<file path="config.mk">
export PLATFORM = sky130hd
export DESIGN_NAME = console_line_editor_top
export DESIGN_NICKNAME = d
export VERILOG_FILES = /design/src/design/cle_pkg.sv /design/src/design/cle_line_ram.sv /design/src/design/cle_editor.sv /design/src/design/cle_drain.sv /design/src/design/console_line_editor_top.sv
export VERILOG_INCLUDE_DIRS = /design/src /design/src/design
export SDC_FILE = /design/constraint.sdc
export NUM_CORES = 1
export LEC_CHECK = 0
export ABC_AREA = 1
export BUFFER_PORTS_ARGS = -buffer_cell sky130_fd_sc_hd__buf_2
export CAP_MARGIN = 25
export CORE_AREA = 2 2 222 224
export CTS_CLUSTER_SIZE = 40
export DETAILED_ROUTE_END_ITERATION = 10
export DIE_AREA = 0 0 224 226
export GPL_TIMING_DRIVEN = 0
export PLACE_DENSITY = 0.72
export SLEW_MARGIN = 10
export SYNTH_ARGS = -nofsm -noshare
export SYNTH_HDL_FRONTEND = slang
export SYNTH_HIERARCHICAL = 1
export SYNTH_SLANG_ARGS = --single-unit
</file>
<file path="constraint.sdc">
create_clock -name clk -period 6.2 [get_ports clk]
set_input_delay 1.24 -clock clk [delete_from_list [all_inputs] [get_ports clk]]
set_output_delay 1.24 -clock clk [all_outputs]
set_load 0.005 [all_outputs]
</file>
<file path="src/design/console_line_editor_top_macros.svh">
// ---------------------------------------------------------------------------
// Console line editor assertion macros
// Shared concurrent assertion forms for the line editor RTL.
// ---------------------------------------------------------------------------
`ifndef CONSOLE_LINE_EDITOR_TOP_MACROS_SVH
`define CONSOLE_LINE_EDITOR_TOP_MACROS_SVH

// Checked at every rising edge of clk outside reset.
`define CLE_ASSERT(label, prop, msg) \
  label: assert property (@(posedge clk) disable iff (!rst_n) prop) else $error(msg);

// Checked at every rising edge of clk, reset included.
`define CLE_ASSERT_ALWAYS(label, prop, msg) \
  label: assert property (@(posedge clk) prop) else $error(msg);

`endif

</file>
<file path="src/design/cle_pkg.sv">
// ---------------------------------------------------------------------------
// Console line editor package
// Key codes, drain sequencer states and the line request between modules.
// ---------------------------------------------------------------------------
package cle_pkg;

  localparam logic [7:0] KEY_NUL  = 8'h00;
  localparam logic [7:0] KEY_EOF  = 8'h04;
  localparam logic [7:0] KEY_BS   = 8'h08;
  localparam logic [7:0] KEY_NL   = 8'h0A;
  localparam logic [7:0] KEY_KILL = 8'h15;

  typedef enum logic [1:0] {
    DR_IDLE,
    DR_READ,
    DR_TAIL,
    DR_EOF
  } drain_state_t;

  // Hand-off of a finished line from the editor to the drain sequencer.
  typedef struct packed {
    logic go;
    logic empty;
  } line_req_t;

endpackage

</file>
<file path="src/design/cle_line_ram.sv">
// ---------------------------------------------------------------------------
// Console line editor line store
// Single write port, single read port memory with registered read data.
// ---------------------------------------------------------------------------
module cle_line_ram #(
  parameter int DEPTH = 64,
  parameter int AW    = 6
) (
  input  logic          clk,
  input  logic          wr_en,
  input  logic [AW-1:0] wr_addr,
  input  logic [7:0]    wr_data,
  input  logic          rd_en,
  input  logic [AW-1:0] rd_addr,
  output logic [7:0]    rd_data
);

  logic [7:0] mem [DEPTH];
  logic [7:0] rd_data_r;

  always_ff @(posedge clk) begin
    if (wr_en) begin
      mem[wr_addr] <= wr_data;
    end
  end

  // Read data holds until the next read, so a waiting byte is not lost.
  always_ff @(posedge clk) begin
    if (rd_en) begin
      rd_data_r <= mem[rd_addr];
    end
  end

  assign rd_data = rd_data_r;

endmodule

</file>
<file path="src/design/cle_editor.sv">
// ---------------------------------------------------------------------------
// Console line editor input decoder
// Applies raw or cooked editing to each byte and keeps the fill count.
// ---------------------------------------------------------------------------
module cle_editor #(
  parameter int LINE_LEN = 64,
  parameter int AW       = 6,
  parameter int FW       = 7
) (
  input  logic               clk,
  input  logic               rst_n,
  input  logic               cfg_wr_en,
  input  logic               cfg_wr_data,
  input  logic               in_valid,
  output logic               in_stall,
  input  logic [7:0]         in_byte,
  input  logic               in_more_pending,
  input  logic               drain_idle,
  output cle_pkg::line_req_t req,
  output logic [FW-1:0]      req_len,
  output logic               wr_en,
  output logic [AW-1:0]      wr_addr,
  output logic [7:0]         wr_data
);

  localparam logic [FW-1:0] FULL = FW'(LINE_LEN);
  localparam logic [FW-1:0] ONE  = FW'(1);

  logic          raw_r;
  logic [FW-1:0] fill_r;
  logic [FW-1:0] fill_nxt;
  logic [FW-1:0] fill_after;
  logic          accept;
  logic          do_store;
  logic          do_send;
  logic          do_clear;
  logic          do_erase;
  logic          room;
  logic          go;

  always_ff @(posedge clk) begin
    if (!rst_n) begin
      raw_r <= 1'b0;
    end else if (cfg_wr_en) begin
      raw_r <= cfg_wr_data;
    end
  end

  assign in_stall = !drain_idle;
  assign accept   = in_valid && !in_stall;
  assign room     = (fill_r < FULL);

  always_comb begin
    do_store = 1'b0;
    do_send  = 1'b0;
    do_clear = 1'b0;
    do_erase = 1'b0;
    if (in_byte == cle_pkg::KEY_NUL) begin
      do_send = (fill_r != '0) && !in_more_pending;
    end else if (raw_r) begin
      do_store = 1'b1;
      do_send  = !in_more_pending;
    end else begin
      case (in_byte)
        cle_pkg::KEY_BS: begin
          do_erase = (fill_r != '0);
        end
        cle_pkg::KEY_KILL: begin
          do_clear = 1'b1;
        end
        cle_pkg::KEY_NL: begin
          do_store = 1'b1;
          do_send  = 1'b1;
        end
        cle_pkg::KEY_EOF: begin
          do_send = 1'b1;
        end
        default: begin
          do_store = 1'b1;
        end
      endcase
    end
  end

  always_comb begin
    if (do_clear) begin
      fill_after = '0;
    end else if (do_erase) begin
      fill_after = fill_r - ONE;
    end else if (do_store && room) begin
      fill_after = fill_r + ONE;
    end else begin
      fill_after = fill_r;
    end
  end

  // A full store sends the line whatever the mode or pending flag.
  assign go = accept && (do_send || (fill_after == FULL));

  always_comb begin
    fill_nxt = fill_r;
    if (accept) begin
      fill_nxt = go ? '0 : fill_after;
    end
  end

  always_ff @(posedge clk) begin
    if (!rst_n) begin
      fill_r <= '0;
    end else begin
      fill_r <= fill_nxt;
    end
  end

  assign req.go    = go;
  assign req.empty = (fill_after == '0);
  assign req_len   = fill_after;

  assign wr_en   = accept && do_store && room;
  assign wr_addr = fill_r[AW-1:0];
  assign wr_data = in_byte;

endmodule

</file>
<file path="src/design/cle_drain.sv">
// ---------------------------------------------------------------------------
// Console line editor drain sequencer
// Reads a finished line from the store and presents it on the result channel.
// ---------------------------------------------------------------------------
`include "console_line_editor_top_macros.svh"

module cle_drain #(
  parameter int AW = 6,
  parameter int FW = 7
) (
  input  logic               clk,
  input  logic               rst_n,
  input  cle_pkg::line_req_t req,
  input  logic [FW-1:0]      req_len,
  output logic               drain_idle,
  output logic               rd_en,
  output logic [AW-1:0]      rd_addr,
  input  logic [7:0]         rd_data,
  output logic               out_valid,
  input  logic               out_stall,
  output logic [7:0]         out_byte,
  output logic               out_empty_line,
  output logic               out_last
);

  localparam logic [FW-1:0] ONE = FW'(1);

  cle_pkg::drain_state_t state_r;
  cle_pkg::drain_state_t state_nxt;

  logic [FW-1:0] len_r;
  logic [FW-1:0] rd_idx_r;
  logic          rd_pend_r;
  logic          rd_pend_nxt;
  logic          rd_last_r;
  logic          out_valid_r;
  logic          out_valid_nxt;
  logic [7:0]    out_byte_r;
  logic          out_empty_r;
  logic          out_last_r;
  logic          slot_free;
  logic          is_last;
  logic          issue;
  logic          load;
  logic          eof_load;

  assign slot_free = !out_valid_r || !out_stall;
  assign is_last   = (rd_idx_r == (len_r - ONE));

  always_comb begin
    state_nxt = state_r;
    case (state_r)
      cle_pkg::DR_IDLE: begin
        if (req.go) begin
          state_nxt = req.empty ? cle_pkg::DR_EOF : cle_pkg::DR_READ;
        end
      end
      cle_pkg::DR_READ: begin
        if (issue && is_last) begin
          state_nxt = cle_pkg::DR_TAIL;
        end
      end
      cle_pkg::DR_TAIL: begin
        if (load) begin
          state_nxt = cle_pkg::DR_IDLE;
        end
      end
      cle_pkg::DR_EOF: begin
        if (slot_free) begin
          state_nxt = cle_pkg::DR_IDLE;
        end
      end
      default: begin
        state_nxt = cle_pkg::DR_IDLE;
      end
    endcase
  end

  always_comb begin
    load     = rd_pend_r && slot_free;
    issue    = 1'b0;
    eof_load = 1'b0;
    case (state_r)
      cle_pkg::DR_READ: begin
        issue = !rd_pend_r || load;
      end
      cle_pkg::DR_EOF: begin
        eof_load = slot_free;
      end
      default: begin
        issue    = 1'b0;
        eof_load = 1'b0;
      end
    endcase
  end

  assign drain_idle = (state_r == cle_pkg::DR_IDLE);
  assign rd_en      = issue;
  assign rd_addr    = rd_idx_r[AW-1:0];

  always_comb begin
    rd_pend_nxt = rd_pend_r;
    if (issue) begin
      rd_pend_nxt = 1'b1;
    end else if (load) begin
      rd_pend_nxt = 1'b0;
    end
  end

  always_comb begin
    out_valid_nxt = out_valid_r;
    if (load || eof_load) begin
      out_valid_nxt = 1'b1;
    end else if (!out_stall) begin
      out_valid_nxt = 1'b0;
    end
  end

  always_ff @(posedge clk) begin
    if (!rst_n) begin
      state_r     <= cle_pkg::DR_IDLE;
      rd_pend_r   <= 1'b0;
      out_valid_r <= 1'b0;
    end else begin
      state_r     <= state_nxt;
      rd_pend_r   <= rd_pend_nxt;
      out_valid_r <= out_valid_nxt;
    end
  end

  always_ff @(posedge clk) begin
    if (req.go) begin
      len_r    <= req_len;
      rd_idx_r <= '0;
    end else if (issue) begin
      rd_idx_r <= rd_idx_r + ONE;
    end
    if (issue) begin
      rd_last_r <= is_last;
    end
    if (load) begin
      out_byte_r  <= rd_data;
      out_empty_r <= 1'b0;
      out_last_r  <= rd_last_r;
    end else if (eof_load) begin
      out_byte_r  <= cle_pkg::KEY_NUL;
      out_empty_r <= 1'b1;
      out_last_r  <= 1'b1;
    end
  end

  assign out_valid      = out_valid_r;
  assign out_byte       = out_byte_r;
  assign out_empty_line = out_empty_r;
  assign out_last       = out_last_r;

  `CLE_ASSERT(a_go_only_idle, req.go |-> state_r == cle_pkg::DR_IDLE, "line sent while draining")
  `CLE_ASSERT(a_no_read_idle, state_r == cle_pkg::DR_IDLE |-> !rd_pend_r, "read left in flight")
  `CLE_ASSERT(a_idx_in_line, state_r == cle_pkg::DR_READ |-> rd_idx_r < len_r, "read past line end")
  `CLE_ASSERT(a_tail_pending, state_r == cle_pkg::DR_TAIL |-> rd_pend_r, "tail without read")
  `CLE_ASSERT(a_empty_is_last, out_valid_r && out_empty_r |-> out_last_r && out_byte_r == 8'h00, "bad empty line result")

endmodule

</file>
<file path="src/design/console_line_editor_top.sv">
// ---------------------------------------------------------------------------
// Console line editor
// Canonical keyboard line discipline with a memory-based line store.
// ---------------------------------------------------------------------------
//
//   Channel  Ports                                                     Flow
//   -------  --------------------------------------------------------  ----
//   input    in_valid, in_stall, in_byte, in_more_pending               in
//   result   out_valid, out_stall, out_byte, out_empty_line, out_last   out
//   config   cfg_wr_en, cfg_wr_data (raw_mode)                          in
//
// While a line is edited and the drain is idle, one byte transfer is taken every
// cycle and a stored byte is written into the line store at the fill index at once.
// A finished line of n bytes drains through the store's single read port, one
// read per byte, and an empty line drains as a single empty-line result.
// The input side is stalled for as long as the drain is busy.
// Synchronous reset clears the fill count, raw mode and the drain sequencer.
//
module console_line_editor_top #(
  parameter int LINE_LEN = 64
) (
  input  logic       clk,
  input  logic       rst_n,
  input  logic       cfg_wr_en,
  input  logic       cfg_wr_data,
  input  logic       in_valid,
  output logic       in_stall,
  input  logic [7:0] in_byte,
  input  logic       in_more_pending,
  output logic       out_valid,
  input  logic       out_stall,
  output logic [7:0] out_byte,
  output logic       out_empty_line,
  output logic       out_last
);

  // Address width of the store, and fill width that can hold LINE_LEN itself.
  localparam int AW = (LINE_LEN > 1) ? $clog2(LINE_LEN) : 1;
  localparam int FW = $clog2(LINE_LEN + 1);

  cle_pkg::line_req_t req;
  logic [FW-1:0]      req_len;
  logic               drain_idle;
  logic               wr_en;
  logic [AW-1:0]      wr_addr;
  logic [7:0]         wr_data;
  logic               rd_en;
  logic [AW-1:0]      rd_addr;
  logic [7:0]         rd_data;

  // The editor decodes each byte, writes stored bytes and hands a finished
  // line over as a length. It takes transfers only while the drain is idle,
  // so store writes and store reads never overlap.
  cle_editor #(
    .LINE_LEN (LINE_LEN),
    .AW       (AW),
    .FW       (FW)
  ) u_editor (
    .clk             (clk),
    .rst_n           (rst_n),
    .cfg_wr_en       (cfg_wr_en),
    .cfg_wr_data     (cfg_wr_data),
    .in_valid        (in_valid),
    .in_stall        (in_stall),
    .in_byte         (in_byte),
    .in_more_pending (in_more_pending),
    .drain_idle      (drain_idle),
    .req             (req),
    .req_len         (req_len),
    .wr_en           (wr_en),
    .wr_addr         (wr_addr),
    .wr_data         (wr_data)
  );

  cle_line_ram #(
    .DEPTH (LINE_LEN),
    .AW    (AW)
  ) u_line_ram (
    .clk     (clk),
    .wr_en   (wr_en),
    .wr_addr (wr_addr),
    .wr_data (wr_data),
    .rd_en   (rd_en),
    .rd_addr (rd_addr),
    .rd_data (rd_data)
  );

  // The drain issues one read per cycle as long as no earlier read is still
  // waiting for the output register; held read data covers a stalled result.
  cle_drain #(
    .AW (AW),
    .FW (FW)
  ) u_drain (
    .clk            (clk),
    .rst_n          (rst_n),
    .req            (req),
    .req_len        (req_len),
    .drain_idle     (drain_idle),
    .rd_en          (rd_en),
    .rd_addr        (rd_addr),
    .rd_data        (rd_data),
    .out_valid      (out_valid),
    .out_stall      (out_stall),
    .out_byte       (out_byte),
    .out_empty_line (out_empty_line),
    .out_last       (out_last)
  );

endmodule
</file>
==> impl_metrics.ini <==
[global_route]
grt_max_degree = 65
grt.overflow.total = 0
grtUsageTotal_pct = 25.8
grt_pass1_vias = 15400
grt_pass1_wl_mm = 96.0
antenna_found_initial = 0

[cells_and_area]
final_common_cell = nand2_1
multi_input_area_um2 = 6210
drive_above_1_share_pct = 12.2
regArea_um2 = 16500
nets = 2273
n_antenna_cell = 0
area_growth_syn_to_layout_pct = 12.2
fill_cells = 3913
layout_common_cells = nand2_1 (716), edfxtp_1 (537), nand3_1 (460), nor2_1 (96), inv_1 (65)

[sta]
skew_ps = 19.9
max_freq_ghz = 0.246
fin_setup_tns_ps = 0
setup_slack_ps = 2130
tightest_slew_ps = 1110
hold_viol = 0
fin_crit_sh_pct = 65.6
setup_violations = 0
grt_setup_unrepaired = false
max_slew_margin_pct = 25.5
min_period_ps = 4070
drv_slew = 0

[floorplanning]
die-area_um2 = 50600
rows = 81
die_w_um = 224
num_io_pins = 27
die_h_um = 226
start_util_pct = 49.6
core_um2 = 48300

[logic_synthesis]
syn-num-nets = 2183
syn_avg_cell_area_um2 = 11.1
yosysUniqueCellTypes = 41
yosysWarnings = 6
seq_area_frac_synth_pct = 68.9
synthXorXnorAreaFrac_pct = 0.110
synth_top_family_by_area = simple AND/OR/NAND/NOR gates
yosys.area_share.simple_pct = 24.3
synth_mux_area_share_pct = 0
netlist_instances = 2164
syn-cell-area_um2 = 24000
ys.flop_type = edfxtp_1
ys_ff_latch = 557
synth_fa_ha_area_share_pct = 0.209
async_flop_share_pct = 0
synth-compound-area-share_pct = 1.09
synth-edff-count = 537

[worst_setup_path]
crit_path_max_fanout = 9
crit_path_end_kind = flop
crit_required_ps = 6430
cp.arrival_ps = 4300
r2r_slack_ps = 2320
worstSetupPathType = in -> reg
start_kind = primary input

[routing]
wire_per_inst_um = 22.3
remaining_drc_errors = 0
drt_pass1_iterations = 8
drtIter0Drc = 2043
num_vias = 16700
antenna_left = 0
vias_per_cell = 5.73
wl_mm = 65.2

[clock_network]
ctsHoldBuffers = 0
cts_tree = done
h-tree-depth = 2
numCtsBuffers = 54
cts-root-buf = clkbuf_16
cts_resized = 0
cts_setup_buffers = 0
cts.clk_slew.worst_paths_ps = 60
clockBufferDepth = 3
clk_latency_ps = 610
cts.sinks = 557

[power]
power.leakage_uw = 0.0101
total_power_uw = 11500
power.density_nw_per_um2 = 427
ir_worst_vdd_v = 0.000217

[status]
outcome = finished clean

[placed_design]
dp_hpwl_mm = 43.9
port_buffers = 26
place_ws_ps = 1670
gp_congestion = 0.988

[flow_run]
maxCapViolations = 0

[hold_path]
hp-class = reg -> reg
==> critical path, cell delays in order <==
cell	delay (ps)
buf_2	120
inv_1	50
nand2_1	90
nor2_1	60
nand2_1	100
nand3_2	100
nand2_2	100
nand3_2	150
nor2_1	160
clkbuf_1	310
nand4_1	720
nor2_1	1090
==> state kept, by name, summed over array words and instances, names as in the netlist <==
name,count
u_editor/raw_r,1
u_drain/rd_last_r,1
u_line_ram/rd_data,8
u_drain/rd_idx_r,7
u_drain/rd_pend_r,1
u_drain/state_r,2
u_drain/out_last,1
u_drain/out_empty_line,1
u_drain/out_byte,8
u_line_ram/mem,512
u_drain/len_r,7
u_drain/out_valid,1
u_editor/fill_r,7
==> metrics by stage <==
stage                     instances  utilization [%]  area, um2  hold slack (ps)
final                          2922             55.6      26900              482
after CTS                      2922             55.6      26900              475
after global routing           2922             55.6      26900              531
after floorplan                2164                -      24000              454
after global placement         2812             51.5      24900              446
after detailed placement       2820             51.7      25000              469
==> final cells by class <==
| type | count | share of cell area (%) |
|---|---|---|
| Clock inverter | 31 | 1.60 |
| Inverter | 79 | 1.13 |
| Buffer | 137 | 3.68 |
| Timing Repair Buffer | 34 | 0.707 |
| Sequential cell | 557 | 61.5 |
| Clock buffer | 71 | 5.45 |
| Multi-Input combinational cell | 1391 | 23.1 |
| Tap cell | 622 | 2.89 |
==> kinds of logic (layout without fill, tap and decap cells) <==
| kind of cell | Yosys count | in the layout |
|---|---|---|
| AND/OR/NAND/NOR | 1334 | 1334 |
| flip-flops | 557 | 557 |
| buffers and inverters | 216 | 352 |
| AO/OA/AOI/OAI | 50 | 50 |
| adder cells (fa/ha/maj) | 4 | 4 |
| XOR/XNOR | 3 | 3 |
==> per-layer routing <==
layer,up-vias,GRT usage (%),routed length (um)
li1,7670,-,-
met1,8057,36.0,25900
met2,899,40.5,29900
met3,123,4.92,6920
met4,0,10.0,2430
met5,-,0,0
==> synthesized netlist by cell type, types with 14 or more instances <==
master | number | area [um2]
nand3_1 | 460 | 2300
nand4_1 | 14 | 87.6
dfxtp_1 | 20 | 400
edfxtp_1 | 537 | 16100
buf_4 | 35 | 263
nor2_1 | 96 | 360
clkbuf_1 | 16 | 60.1
buf_2 | 37 | 185
a21oi_1 | 29 | 145
inv_1 | 65 | 244
buf_6 | 36 | 405
nand2_1 | 716 | 2690
o21ai_0 | 14 | 70.1
==> final timing paths <==
check / start / to / cells past startpoint
min: u_drain/out_empty_line / u_drain/out_empty_line / 2
min reg2reg: u_drain/out_empty_line / u_drain/out_empty_line / 2
max reg2reg: u_drain/state_r[1] / u_line_ram/mem[28][5] / 7
max: in_byte[3] / u_line_ram/mem[28][5] / 12
==> report_power, final <==
part	total, uW	switching (uW)	internal [uW]	leakage [uW]
sequential	4220	34.2	4190	0.00501
clock	3480	1390	2090	0.000923
combinational	3770	2640	1140	0.00413
total	11500	4060	7410	0.0101
No activity file was read; power rests on OpenSTA's default activity.
